File: config.mk
export PLATFORM = sky130hd
export DESIGN_NAME = gfw_engine
export DESIGN_NICKNAME = d
export VERILOG_FILES = /design/src/gfw_pkg.sv /design/src/gfw_engine.sv
export SDC_FILE = /design/constraint.sdc
export NUM_CORES = 1
export LEC_CHECK = 0
export BUFFER_PORTS_ARGS = -buffer_cell sky130_fd_sc_hd__buf_2
export CAP_MARGIN = 25
export CORE_MARGIN = 2
export CORE_UTILIZATION = 62
export DETAILED_ROUTE_END_ITERATION = 10
export GPL_TIMING_DRIVEN = 0
export PLACE_DENSITY_LB_ADDON = 0.12
export SYNTH_ARGS = -nofsm -noshare
export SYNTH_HDL_FRONTEND = slang
export SYNTH_SLANG_ARGS = --single-unit
File: constraint.sdc
create_clock -name clk -period 9.2 [get_ports clk]
set_input_delay 0.46 -clock clk [delete_from_list [all_inputs] [get_ports clk]]
set_output_delay 0.46 -clock clk [all_outputs]
set_load 0.02 [all_outputs]
File: src/gfw_pkg.sv
// shared constants, types and helpers for the glyph frame buffer writer
// used by every module of the block; depends on nothing

package gfw_pkg;

  // frame buffer and font store geometry
  localparam int FB_COLS    = 320;
  localparam int FB_ROWS    = 240;
  localparam int FONT_BYTES = 4096;
  localparam int MAX_GLYPH  = 16;

  localparam int PIX_TOTAL = FB_COLS * FB_ROWS;
  localparam int FB_AW     = $clog2(PIX_TOTAL);
  localparam int FONT_AW   = $clog2(FONT_BYTES);

  // payload widths fixed by the interface
  localparam int PIX_W   = 16;
  localparam int FBYTE_W = 8;
  localparam int CODE_W  = 8;
  localparam int X_W     = 9;
  localparam int Y_W     = 8;
  localparam int FADDR_W = 12;
  localparam int FUNC_W  = 3;
  localparam int SIZE_W  = 5;

  // glyph geometry
  localparam int GS_W       = $clog2(MAX_GLYPH + 1);
  localparam int GC_W       = $clog2(MAX_GLYPH);
  localparam int HDR_BYTES  = 4;
  localparam int FIRST_CODE = 32;
  localparam int RB_MAX     = (MAX_GLYPH + 7) / 8;
  localparam int RB_W       = $clog2(RB_MAX + 1);
  localparam int GB_MAX     = RB_MAX * MAX_GLYPH + HDR_BYTES;
  localparam int GB_W       = $clog2(GB_MAX + 1);
  localparam int FA_W       = $clog2(256 * GB_MAX);

  // text cursor
  localparam int CUR_W   = 11;
  localparam int CUR_MAX = (1 << CUR_W) - 1;

  // linear pixel index wide enough for any glyph pixel or sweep position
  localparam int PA_W = $clog2(PIX_TOTAL + MAX_GLYPH * FB_COLS + CUR_MAX + MAX_GLYPH + 1);

  // configuration port
  localparam int CFG_DW  = 32;
  localparam int PADDR_W = 4;

  typedef enum logic [FUNC_W-1:0] {
    FN_DRAW  = 3'd0,
    FN_SET   = 3'd1,
    FN_CLEAR = 3'd2,
    FN_FONT  = 3'd3,
    FN_READ  = 3'd4
  } func_t;

  typedef enum logic [1:0] {
    REG_FORE   = 2'd0,
    REG_WIDTH  = 2'd1,
    REG_HEIGHT = 2'd2
  } reg_idx_t;

  typedef struct packed {
    logic             we;
    logic             re;
    logic [FB_AW-1:0] addr;
    logic [PIX_W-1:0] wdata;
  } frame_req_t;

  typedef struct packed {
    logic               we;
    logic               re;
    logic [FONT_AW-1:0] addr;
    logic [FBYTE_W-1:0] wdata;
  } font_req_t;

  typedef struct packed {
    logic [PIX_W-1:0]  fore;
    logic [SIZE_W-1:0] width;
    logic [SIZE_W-1:0] height;
  } glyph_cfg_t;

  typedef struct packed {
    logic             valid;
    logic [PIX_W-1:0] pixel;
    logic             done;
  } result_t;

  // glyph size limited to the largest supported glyph
  function automatic logic [GS_W-1:0] clamp_size(input logic [SIZE_W-1:0] v);
    logic [GS_W-1:0] res;
    if (32'(v) > MAX_GLYPH) res = GS_W'(MAX_GLYPH);
    else                    res = GS_W'(v);
    return res;
  endfunction

endpackage

File: src/gfw_engine.sv
// operation sequencer: glyph drawing, pixel set and read, clear sweep, font write
// depends on gfw_pkg; drives the frame and font memories through request structs

module gfw_engine (
  input  logic                          clk,
  input  logic                          rst_n,
  input  logic                          in_valid,
  output logic                          in_stall,
  input  logic [gfw_pkg::FUNC_W-1:0]    in_func,
  input  logic [gfw_pkg::CODE_W-1:0]    in_char_code,
  input  logic [gfw_pkg::X_W-1:0]       in_pos_x,
  input  logic [gfw_pkg::Y_W-1:0]       in_pos_y,
  input  logic [gfw_pkg::PIX_W-1:0]     in_pixel_color,
  input  logic [gfw_pkg::FADDR_W-1:0]   in_font_addr,
  input  logic [gfw_pkg::FBYTE_W-1:0]   in_font_byte,
  input  gfw_pkg::glyph_cfg_t           cfg,
  output gfw_pkg::frame_req_t           fr_req,
  input  logic [gfw_pkg::PIX_W-1:0]     fr_rdata,
  output gfw_pkg::font_req_t            fo_req,
  input  logic [gfw_pkg::FBYTE_W-1:0]   fo_rdata,
  output gfw_pkg::result_t              res,
  input  logic                          res_take
);
  import gfw_pkg::*;

  typedef enum logic [3:0] {
    ST_IDLE,
    ST_DSETUP,
    ST_DFETCH,
    ST_DPAINT,
    ST_DEND,
    ST_PMUL,
    ST_PWR,
    ST_PRD,
    ST_PRDW,
    ST_CLR,
    ST_FWR,
    ST_DONE
  } state_t;

  state_t             state_r, state_nxt;
  logic               is_set_r, is_set_nxt;
  logic               in_range_r, in_range_nxt;
  logic [CODE_W-1:0]  idx_r, idx_nxt;
  logic [X_W-1:0]     x_r, x_nxt;
  logic [Y_W-1:0]     y_r, y_nxt;
  logic [PIX_W-1:0]   color_r, color_nxt;
  logic [FONT_AW-1:0] fwa_r, fwa_nxt;
  logic [FBYTE_W-1:0] fwb_r, fwb_nxt;
  logic [GS_W-1:0]    w_r, w_nxt;
  logic [GS_W-1:0]    h_r, h_nxt;
  logic [GB_W-1:0]    gbytes_r, gbytes_nxt;
  logic [FA_W-1:0]    fa_r, fa_nxt;
  logic               oob_r, oob_nxt;
  logic [GC_W-1:0]    c_r, c_nxt;
  logic [GC_W-1:0]    row_r, row_nxt;
  logic [PA_W-1:0]    row_base_r, row_base_nxt;
  logic [PA_W-1:0]    ymul_r, ymul_nxt;
  logic [FB_AW-1:0]   sweep_r, sweep_nxt;
  logic [CUR_W-1:0]   cursor_r, cursor_nxt;
  logic [PIX_W-1:0]   pix_r, pix_nxt;
  logic               done_r, done_nxt;

  logic [GS_W-1:0]    w_cl, h_cl;
  logic [RB_W-1:0]    row_bytes;
  logic [PA_W-1:0]    pix_idx;
  logic [PA_W-1:0]    set_idx;
  logic               glyph_bit;
  logic               last_col, last_row;
  logic [CUR_W:0]     cur_sum;

  assign w_cl      = clamp_size(cfg.width);
  assign h_cl      = clamp_size(cfg.height);
  assign row_bytes = RB_W'((32'(w_cl) + 7) >> 3);
  assign pix_idx   = row_base_r + PA_W'(c_r);
  assign set_idx   = ymul_r + PA_W'(x_r);
  assign glyph_bit = fo_rdata[c_r[2:0]] && !oob_r;
  assign last_col  = (GS_W'(c_r) + GS_W'(1)) == w_r;
  assign last_row  = (GS_W'(row_r) + GS_W'(1)) == h_r;
  assign cur_sum   = (CUR_W+1)'(cursor_r) + (CUR_W+1)'(w_r);
  assign in_stall  = (state_r != ST_IDLE);

  // sequencer next state and memory requests
  always_comb begin
    state_nxt    = state_r;
    is_set_nxt   = is_set_r;
    in_range_nxt = in_range_r;
    idx_nxt      = idx_r;
    x_nxt        = x_r;
    y_nxt        = y_r;
    color_nxt    = color_r;
    fwa_nxt      = fwa_r;
    fwb_nxt      = fwb_r;
    w_nxt        = w_r;
    h_nxt        = h_r;
    gbytes_nxt   = gbytes_r;
    fa_nxt       = fa_r;
    oob_nxt      = oob_r;
    c_nxt        = c_r;
    row_nxt      = row_r;
    row_base_nxt = row_base_r;
    ymul_nxt     = ymul_r;
    sweep_nxt    = sweep_r;
    cursor_nxt   = cursor_r;
    pix_nxt      = pix_r;
    done_nxt     = done_r;
    fr_req       = '0;
    fo_req       = '0;
    res          = '0;

    unique case (state_r)
      ST_IDLE: begin
        if (in_valid) begin
          idx_nxt      = in_char_code - CODE_W'(FIRST_CODE);
          x_nxt        = in_pos_x;
          y_nxt        = in_pos_y;
          color_nxt    = in_pixel_color;
          fwa_nxt      = FONT_AW'(in_font_addr);
          fwb_nxt      = in_font_byte;
          w_nxt        = w_cl;
          h_nxt        = h_cl;
          gbytes_nxt   = GB_W'(row_bytes) * GB_W'(h_cl) + GB_W'(HDR_BYTES);
          pix_nxt      = '0;
          done_nxt     = 1'b1;
          in_range_nxt = (32'(in_pos_x) < FB_COLS) && (32'(in_pos_y) < FB_ROWS);
          is_set_nxt   = (in_func == FN_SET);
          sweep_nxt    = '0;
          unique case (in_func)
            FN_DRAW:  state_nxt = ST_DSETUP;
            FN_SET:   state_nxt = ST_PMUL;
            FN_READ:  state_nxt = ST_PMUL;
            FN_CLEAR: state_nxt = ST_CLR;
            FN_FONT: begin
              in_range_nxt = (32'(in_font_addr) < FONT_BYTES);
              state_nxt    = ST_FWR;
            end
            default: begin
              done_nxt  = 1'b0;
              state_nxt = ST_DONE;
            end
          endcase
        end
      end

      // glyph start address and first row position
      ST_DSETUP: begin
        fa_nxt       = FA_W'(idx_r) * FA_W'(gbytes_r) + FA_W'(HDR_BYTES);
        row_base_nxt = PA_W'(cursor_r);
        c_nxt        = '0;
        row_nxt      = '0;
        if (w_r == '0 || h_r == '0) state_nxt = ST_DEND;
        else                        state_nxt = ST_DFETCH;
      end

      // fetch one font byte; bytes past the store read as blank
      ST_DFETCH: begin
        fo_req.re   = 1'b1;
        fo_req.addr = FONT_AW'(fa_r);
        oob_nxt     = (32'(fa_r) >= FONT_BYTES);
        state_nxt   = ST_DPAINT;
      end

      // one glyph pixel per cycle, paused for the fetch of each font byte
      ST_DPAINT: begin
        if (glyph_bit && (32'(pix_idx) < PIX_TOTAL)) begin
          fr_req.we    = 1'b1;
          fr_req.addr  = FB_AW'(pix_idx);
          fr_req.wdata = cfg.fore;
        end
        if (last_col) begin
          c_nxt        = '0;
          fa_nxt       = fa_r + FA_W'(1);
          row_base_nxt = row_base_r + PA_W'(FB_COLS);
          row_nxt      = row_r + GC_W'(1);
          if (last_row) state_nxt = ST_DEND;
          else          state_nxt = ST_DFETCH;
        end else if (c_r[2:0] == 3'd7) begin
          c_nxt     = c_r + GC_W'(1);
          fa_nxt    = fa_r + FA_W'(1);
          state_nxt = ST_DFETCH;
        end else begin
          c_nxt = c_r + GC_W'(1);
        end
      end

      // saturating cursor advance
      ST_DEND: begin
        if (32'(cur_sum) > CUR_MAX) cursor_nxt = CUR_W'(CUR_MAX);
        else                        cursor_nxt = CUR_W'(cur_sum);
        state_nxt = ST_DONE;
      end

      // row offset for set and read
      ST_PMUL: begin
        ymul_nxt = PA_W'(y_r) * PA_W'(FB_COLS);
        if (!in_range_r)   state_nxt = ST_DONE;
        else if (is_set_r) state_nxt = ST_PWR;
        else               state_nxt = ST_PRD;
      end

      ST_PWR: begin
        fr_req.we    = 1'b1;
        fr_req.addr  = FB_AW'(set_idx);
        fr_req.wdata = color_r;
        state_nxt    = ST_DONE;
      end

      ST_PRD: begin
        fr_req.re   = 1'b1;
        fr_req.addr = FB_AW'(set_idx);
        state_nxt   = ST_PRDW;
      end

      ST_PRDW: begin
        pix_nxt   = fr_rdata;
        state_nxt = ST_DONE;
      end

      // clear sweep, one pixel per cycle
      ST_CLR: begin
        fr_req.we    = 1'b1;
        fr_req.addr  = sweep_r;
        fr_req.wdata = color_r;
        sweep_nxt    = sweep_r + FB_AW'(1);
        if (32'(sweep_r) == PIX_TOTAL - 1) state_nxt = ST_DONE;
      end

      ST_FWR: begin
        fo_req.we    = in_range_r;
        fo_req.addr  = fwa_r;
        fo_req.wdata = fwb_r;
        state_nxt    = ST_DONE;
      end

      // hand the result to the output register
      ST_DONE: begin
        res.valid = 1'b1;
        res.pixel = pix_r;
        res.done  = done_r;
        if (res_take) state_nxt = ST_IDLE;
      end

      default: state_nxt = ST_IDLE;
    endcase
  end

  // state and registered values
  always_ff @(posedge clk) begin
    if (!rst_n) begin
      state_r  <= ST_IDLE;
      cursor_r <= '0;
    end else begin
      state_r  <= state_nxt;
      cursor_r <= cursor_nxt;
    end
    is_set_r   <= is_set_nxt;
    in_range_r <= in_range_nxt;
    idx_r      <= idx_nxt;
    x_r        <= x_nxt;
    y_r        <= y_nxt;
    color_r    <= color_nxt;
    fwa_r      <= fwa_nxt;
    fwb_r      <= fwb_nxt;
    w_r        <= w_nxt;
    h_r        <= h_nxt;
    gbytes_r   <= gbytes_nxt;
    fa_r       <= fa_nxt;
    oob_r      <= oob_nxt;
    c_r        <= c_nxt;
    row_r      <= row_nxt;
    row_base_r <= row_base_nxt;
    ymul_r     <= ymul_nxt;
    sweep_r    <= sweep_nxt;
    pix_r      <= pix_nxt;
    done_r     <= done_nxt;
  end

endmodule

**After elaboration in Yosys (flattened, before gate mapping)**

Cells that the tools add are included.

- Muxes and demuxes: 41
- Add/subtract/negate cells: 14
- Multipliers: 3
- Reductions and logical operators: 24
- Equal/unequal tests: 24
- Magnitude comparators: 8

Operators by type and width:

| operator | number |
|---|---|
| 17-bit case mux with 2 select lines | 2 |
| 16-bit case mux with 2 select lines | 2 |
| 17-bit case mux with 3 select lines | 1 |
| 4-bit case mux with 9 select lines | 1 |
| 17-bit 2-to-1 mux | 2 |
| 33-bit 2-to-1 mux | 1 |
| 4-bit 2-to-1 mux | 8 |
| 14-bit 2-to-1 mux | 2 |
| 14-bit case mux with 2 select lines | 1 |
| 12-bit case mux with 2 select lines | 1 |
| 18-bit 2-to-1 mux | 1 |
| 17-bit by 1-bit adder with 17-bit output (second input constant) | 1 |
| 17-bit by 4-bit adder with 17-bit output | 1 |
| 17-bit by 9-bit adder with 17-bit output | 1 |
| 17-bit by 9-bit adder with 17-bit output (second input constant) | 1 |
| 17-bit == test (second input constant) | 1 |
| 17-bit < comparator (second input constant) | 1 |
| 4-bit by 3-bit == test with 1-bit output (second input constant) | 4 |
| 4-bit == test (second input constant) | 4 |
| 16-bit 2-to-1 mux | 1 |
| 4-bit case mux with 2 select lines | 2 |
| 4-bit case mux with 4 select lines | 1 |
| 14-bit by 1-bit adder with 14-bit output (second input constant) | 1 |
| 14-bit by 3-bit adder with 14-bit output (second input constant) | 1 |
| 43 further kinds | 72 |

- Register bits: 179
- Input port bits: 118
- Output and inout port bits: 76
- Word-level logic and storage cells: 136

**Longest topological paths before layout**

- Word-level depth: 6
- Depth in mapped cells: 13
- Depth with buffers taken out: 13

**Least setup slack after synthesis**

OpenSTA, ideal clock, no wires.

- Path type: register to register
- Start point: reg gbytes_r[2]
- End point: reg fa_r[13], data pin
- Required time: 8931 ps
- Slack: 5148 ps
- Buffers on the path: 0
- Setup time: 269 ps
- Period minus slack after synthesis: 4052 ps
- Data arrival time: 3782 ps
- Stages on the path, launching flop included: 14
- Cell sequence: edfxtp_1 -> and2_1 -> fa_1 -> inv_1 -> fa_1 -> fa_1 -> inv_1 -> ha_1 -> o21a_1 -> o21ai_0 -> o21ba_2 -> a2111oi_0 -> o21a_1 -> o211ai_1

- Cells in the longest elaborated chain, start to end: 3

Ends and longest elaborated chain:

| what | RTL line | RTL |
|---|---|---|
| start: declaration | gfw_engine.sv:52 | `logic [GB_W-1:0] gbytes_r, gbytes_nxt;` |
| start signal: assignment | gfw_engine.sv:266 | `gbytes_r <= gbytes_nxt;` |
| 8-bit by 6-bit multiplier with 14-bit output | gfw_engine.sv:147 | `fa_nxt = FA_W'(idx_r) * FA_W'(gbytes_r) + FA_W'(HDR_BYTES);` |
| 14-bit by 3-bit adder with 14-bit output | gfw_engine.sv:147 |  |
| 14-bit case mux with 2 select lines | gfw_engine.sv:111 | `unique case (state_r)` |
| via fa_nxt[13] | gfw_engine.sv:53 | `logic [FA_W-1:0] fa_r, fa_nxt;` |
| end signal: assignment | gfw_engine.sv:267 | `fa_r <= fa_nxt;` |
| end: declaration | gfw_engine.sv:53 |  |

The timed path passes the listed nets, and every way through them passes these cells.
A chain may end at the register's enable or synchronous reset.

**Worst setup path in the final report**

Ends and elaborated chain as after synthesis.

==> results.toml <==
[outcome]
status = "finished clean"

[routing]
wl_mm = 28.3
dr.pass1.iters = 7
wl_per_cell_um = 18.3
vias = 9220
via_per_inst = 5.95
drtAntennaViolNets = 0
drtIter0Drc = 753
drc = 0

[critical_path]
startpoint_type = "flip-flop"
r2r-start = "gbytes_r[2]"
cp.arrival_ps = 4650
reg2reg_depth = 13
crit_path_end_kind = "flip-flop"
critical_path_class = "flip-flop to flip-flop"
crit_start = "gbytes_r[2]"
required_ps = 9360
r2r_slack_ps = 4710
cp_max_fo = 8
r2r_end = "fa_r[13]"
cp-endpoint = "fa_r[13]"

[place]
detailed_place_hpwl_mm = 21.7
place_area_mm2 = 0.0128
place_congestion = 0.950
pre_cts_ws_ps = 4710
dp.cells = 1513
portBuffers = 193

[synthesis]
avgSynthCellArea_um2 = 10.6
synthMuxAreaShare = 0.00835
syn_inst = 1088
synthAdderAreaFrac = 0.120
synth_xor_area_frac = 0.0710
ys_warn_count = 0
synth-simple-area-share = 0.171
synth_seq_area_share = 0.453
syn_nets = 1298
netlist_area_mm2 = 0.0115
ys.flop_type = "edfxtp_1"
async_reset_ff_frac = 0
synth_top_family_by_area = "simple AND/OR/NAND/NOR gates"
synth-seq-cells = 179
synth_compound_area_frac = 0.134
synth_edf_count = 164
synth_cell_types = 71

[sta]
period_minus_slack_ps = 4490
report.final.hold_viol_count = 0
drv_slew = 0
setup_viol_count_final = 0
max_freq_mhz = 223
finalCritPeriodShare = 0.488
setup_ws_ps = 4710
worst_pin_slew_ps = 1060
skew_ps = 8.53
setup_tns_ps = 0
rsz0062_at_grt = "no"
relSlewSlack = 0.288
whs_ps = 195

[clock_network]
post-cts-setup-buffer-count = 0
cts_tree = "done"
path_clk_slew_ps = 70
clock_tree.root_cell = "clkbuf_16"
cts_buffers = 17
insertion_delay_ps = 430
clock_sinks = 179
ctsResizeCount = 0
h-tree-depth = 4
cts_buffer_depth = 2
postCtsHoldBufs = 0

[grt]
antenna_found_initial = 3
grt.overflow.total = 0
grt_usage = 0.290
grt_pass1_wl_mm = 45.0
grt_max_degree = 49
grt_pass1_vias = 8973

[power_and_ir_drop]
vdd_drop_max_v = 0.000187
leakage_nw = 5.60
p_total_mw = 4.00
power.density_mw_per_mm2 = 298

[final_layout]
final_layout_size_suffix_gt1_frac = 0.203
fillers = 1255
finalInstanceArea_mm2 = 0.0134
final_util = 0.743
regArea_mm2 = 0.00523
mostFrequentLayoutCell = "buf_2"
mostFrequentLayoutCells = "207 x buf_2, 164 x edfxtp_1, 93 x and2_1, 85 x nand2_1, 76 x nor2_1"
area_growth_pct = 16.6
multi_input_area_mm2 = 0.00582
layout.nets = 1514
final-instance-count-excl-fill = 1549

[min_path]
hold_path_class = "input pin to flip-flop"

[floorplan]
io_pins = 194
die_w_um = 140
start_util = 0.638
rows = 49
die-area_mm2 = 0.0197
die_h_um = 140
core-area_mm2 = 0.0181

[flow_run]
drv_cap = 0
## worst min path at each step
stage / endpoint / from / cells past startpoint / slack (ps)
final: color_r[3] / in_pixel_color[3] / 1 / 200
after floorplan: ymul_r[6] / y_r[0] / 0 / 430
after CTS: fwb_r[3] / in_font_byte[3] / 1 / 190
after global routing: fwb_r[3] / in_font_byte[3] / 1 / 180
after global placement: ymul_r[6] / y_r[0] / 0 / 450
after detailed placement: ymul_r[6] / y_r[0] / 0 / 460
## kinds of logic (layout without fill, tap and decap cells)
logic type,Yosys count,count (layout)
flops,179,179
mux,7,7
fa+ha+maj,93,93
buf+inv,120,349
xor+xnor,90,90
simple gates,385,385
other cells,0,3
compound gates,214,214
## final cells by class
type                            instances  area share
Multi-Input combinational cell        789       0.433
Sequential cell                       179       0.389
Timing Repair Buffer                  197      0.0756
Clock buffer                           18      0.0319
Inverter                               76      0.0214
Tap cell                              229      0.0213
Buffer                                 44      0.0155
Clock inverter                         14      0.0120
Antenna cell                            3    0.000558
## worst max-delay path, stage by stage, from the launching register on
cell	delay, ps
edfxtp_1	500
and2_1	240
fa_1	540
inv_1	50
fa_1	460
fa_1	540
inv_1	40
ha_1	310
o21a_1	140
o21ai_0	160
o21ba_2	210
a2111oi_0	750
o21a_1	190
o211ai_1	90
## power by group
group | leakage [nW] | total [mW] | switching (mW) | internal (mW)
clock | 0.283 | 0.735 | 0.309 | 0.426
sequential | 1.67 | 1.41 | 0.175 | 1.24
combinational | 3.65 | 1.86 | 1.12 | 0.744
## cell usage after synthesis, types with 29 or more instances
cell type | n | area (µm²)
and2_1 | 93 | 582
o31ai_1 | 35 | 263
inv_1 | 76 | 285
ha_1 | 63 | 788
fa_1 | 29 | 581
xor2_1 | 36 | 315
nand3_1 | 36 | 180
edfxtp_1 | 164 | 4920
xnor2_1 | 52 | 455
a21oi_1 | 34 | 170
nand2_1 | 85 | 319
nor2_1 | 76 | 285
o21ai_0 | 29 | 145
## routing by layer
metal | wire length [µm] | share of wire | global-route usage | vias to the layer above
li1 | - | - | - | 4365
met1 | 11100 | 0.39 | 0.352 | 4384
met2 | 14300 | 0.51 | 0.505 | 391
met3 | 1920 | 0.068 | 0.0595 | 80
met4 | 1030 | 0.036 | 0.124 | 0
met5 | 0 | 0 | 0 | -
## registers in the layout, indices dropped and copies added, names as in the netlist, 5 cells and up
name        count
color_r        16
cursor_r       11
fa_r           14
fwa_r          12
fwb_r           8
gbytes_r        6
h_r             5
idx_r           8
pix_r          16
row_base_r     17
sweep_r        17
w_r             5
x_r             9
y_r             8
ymul_r         11
No activity file was read; power rests on OpenSTA's default activity.
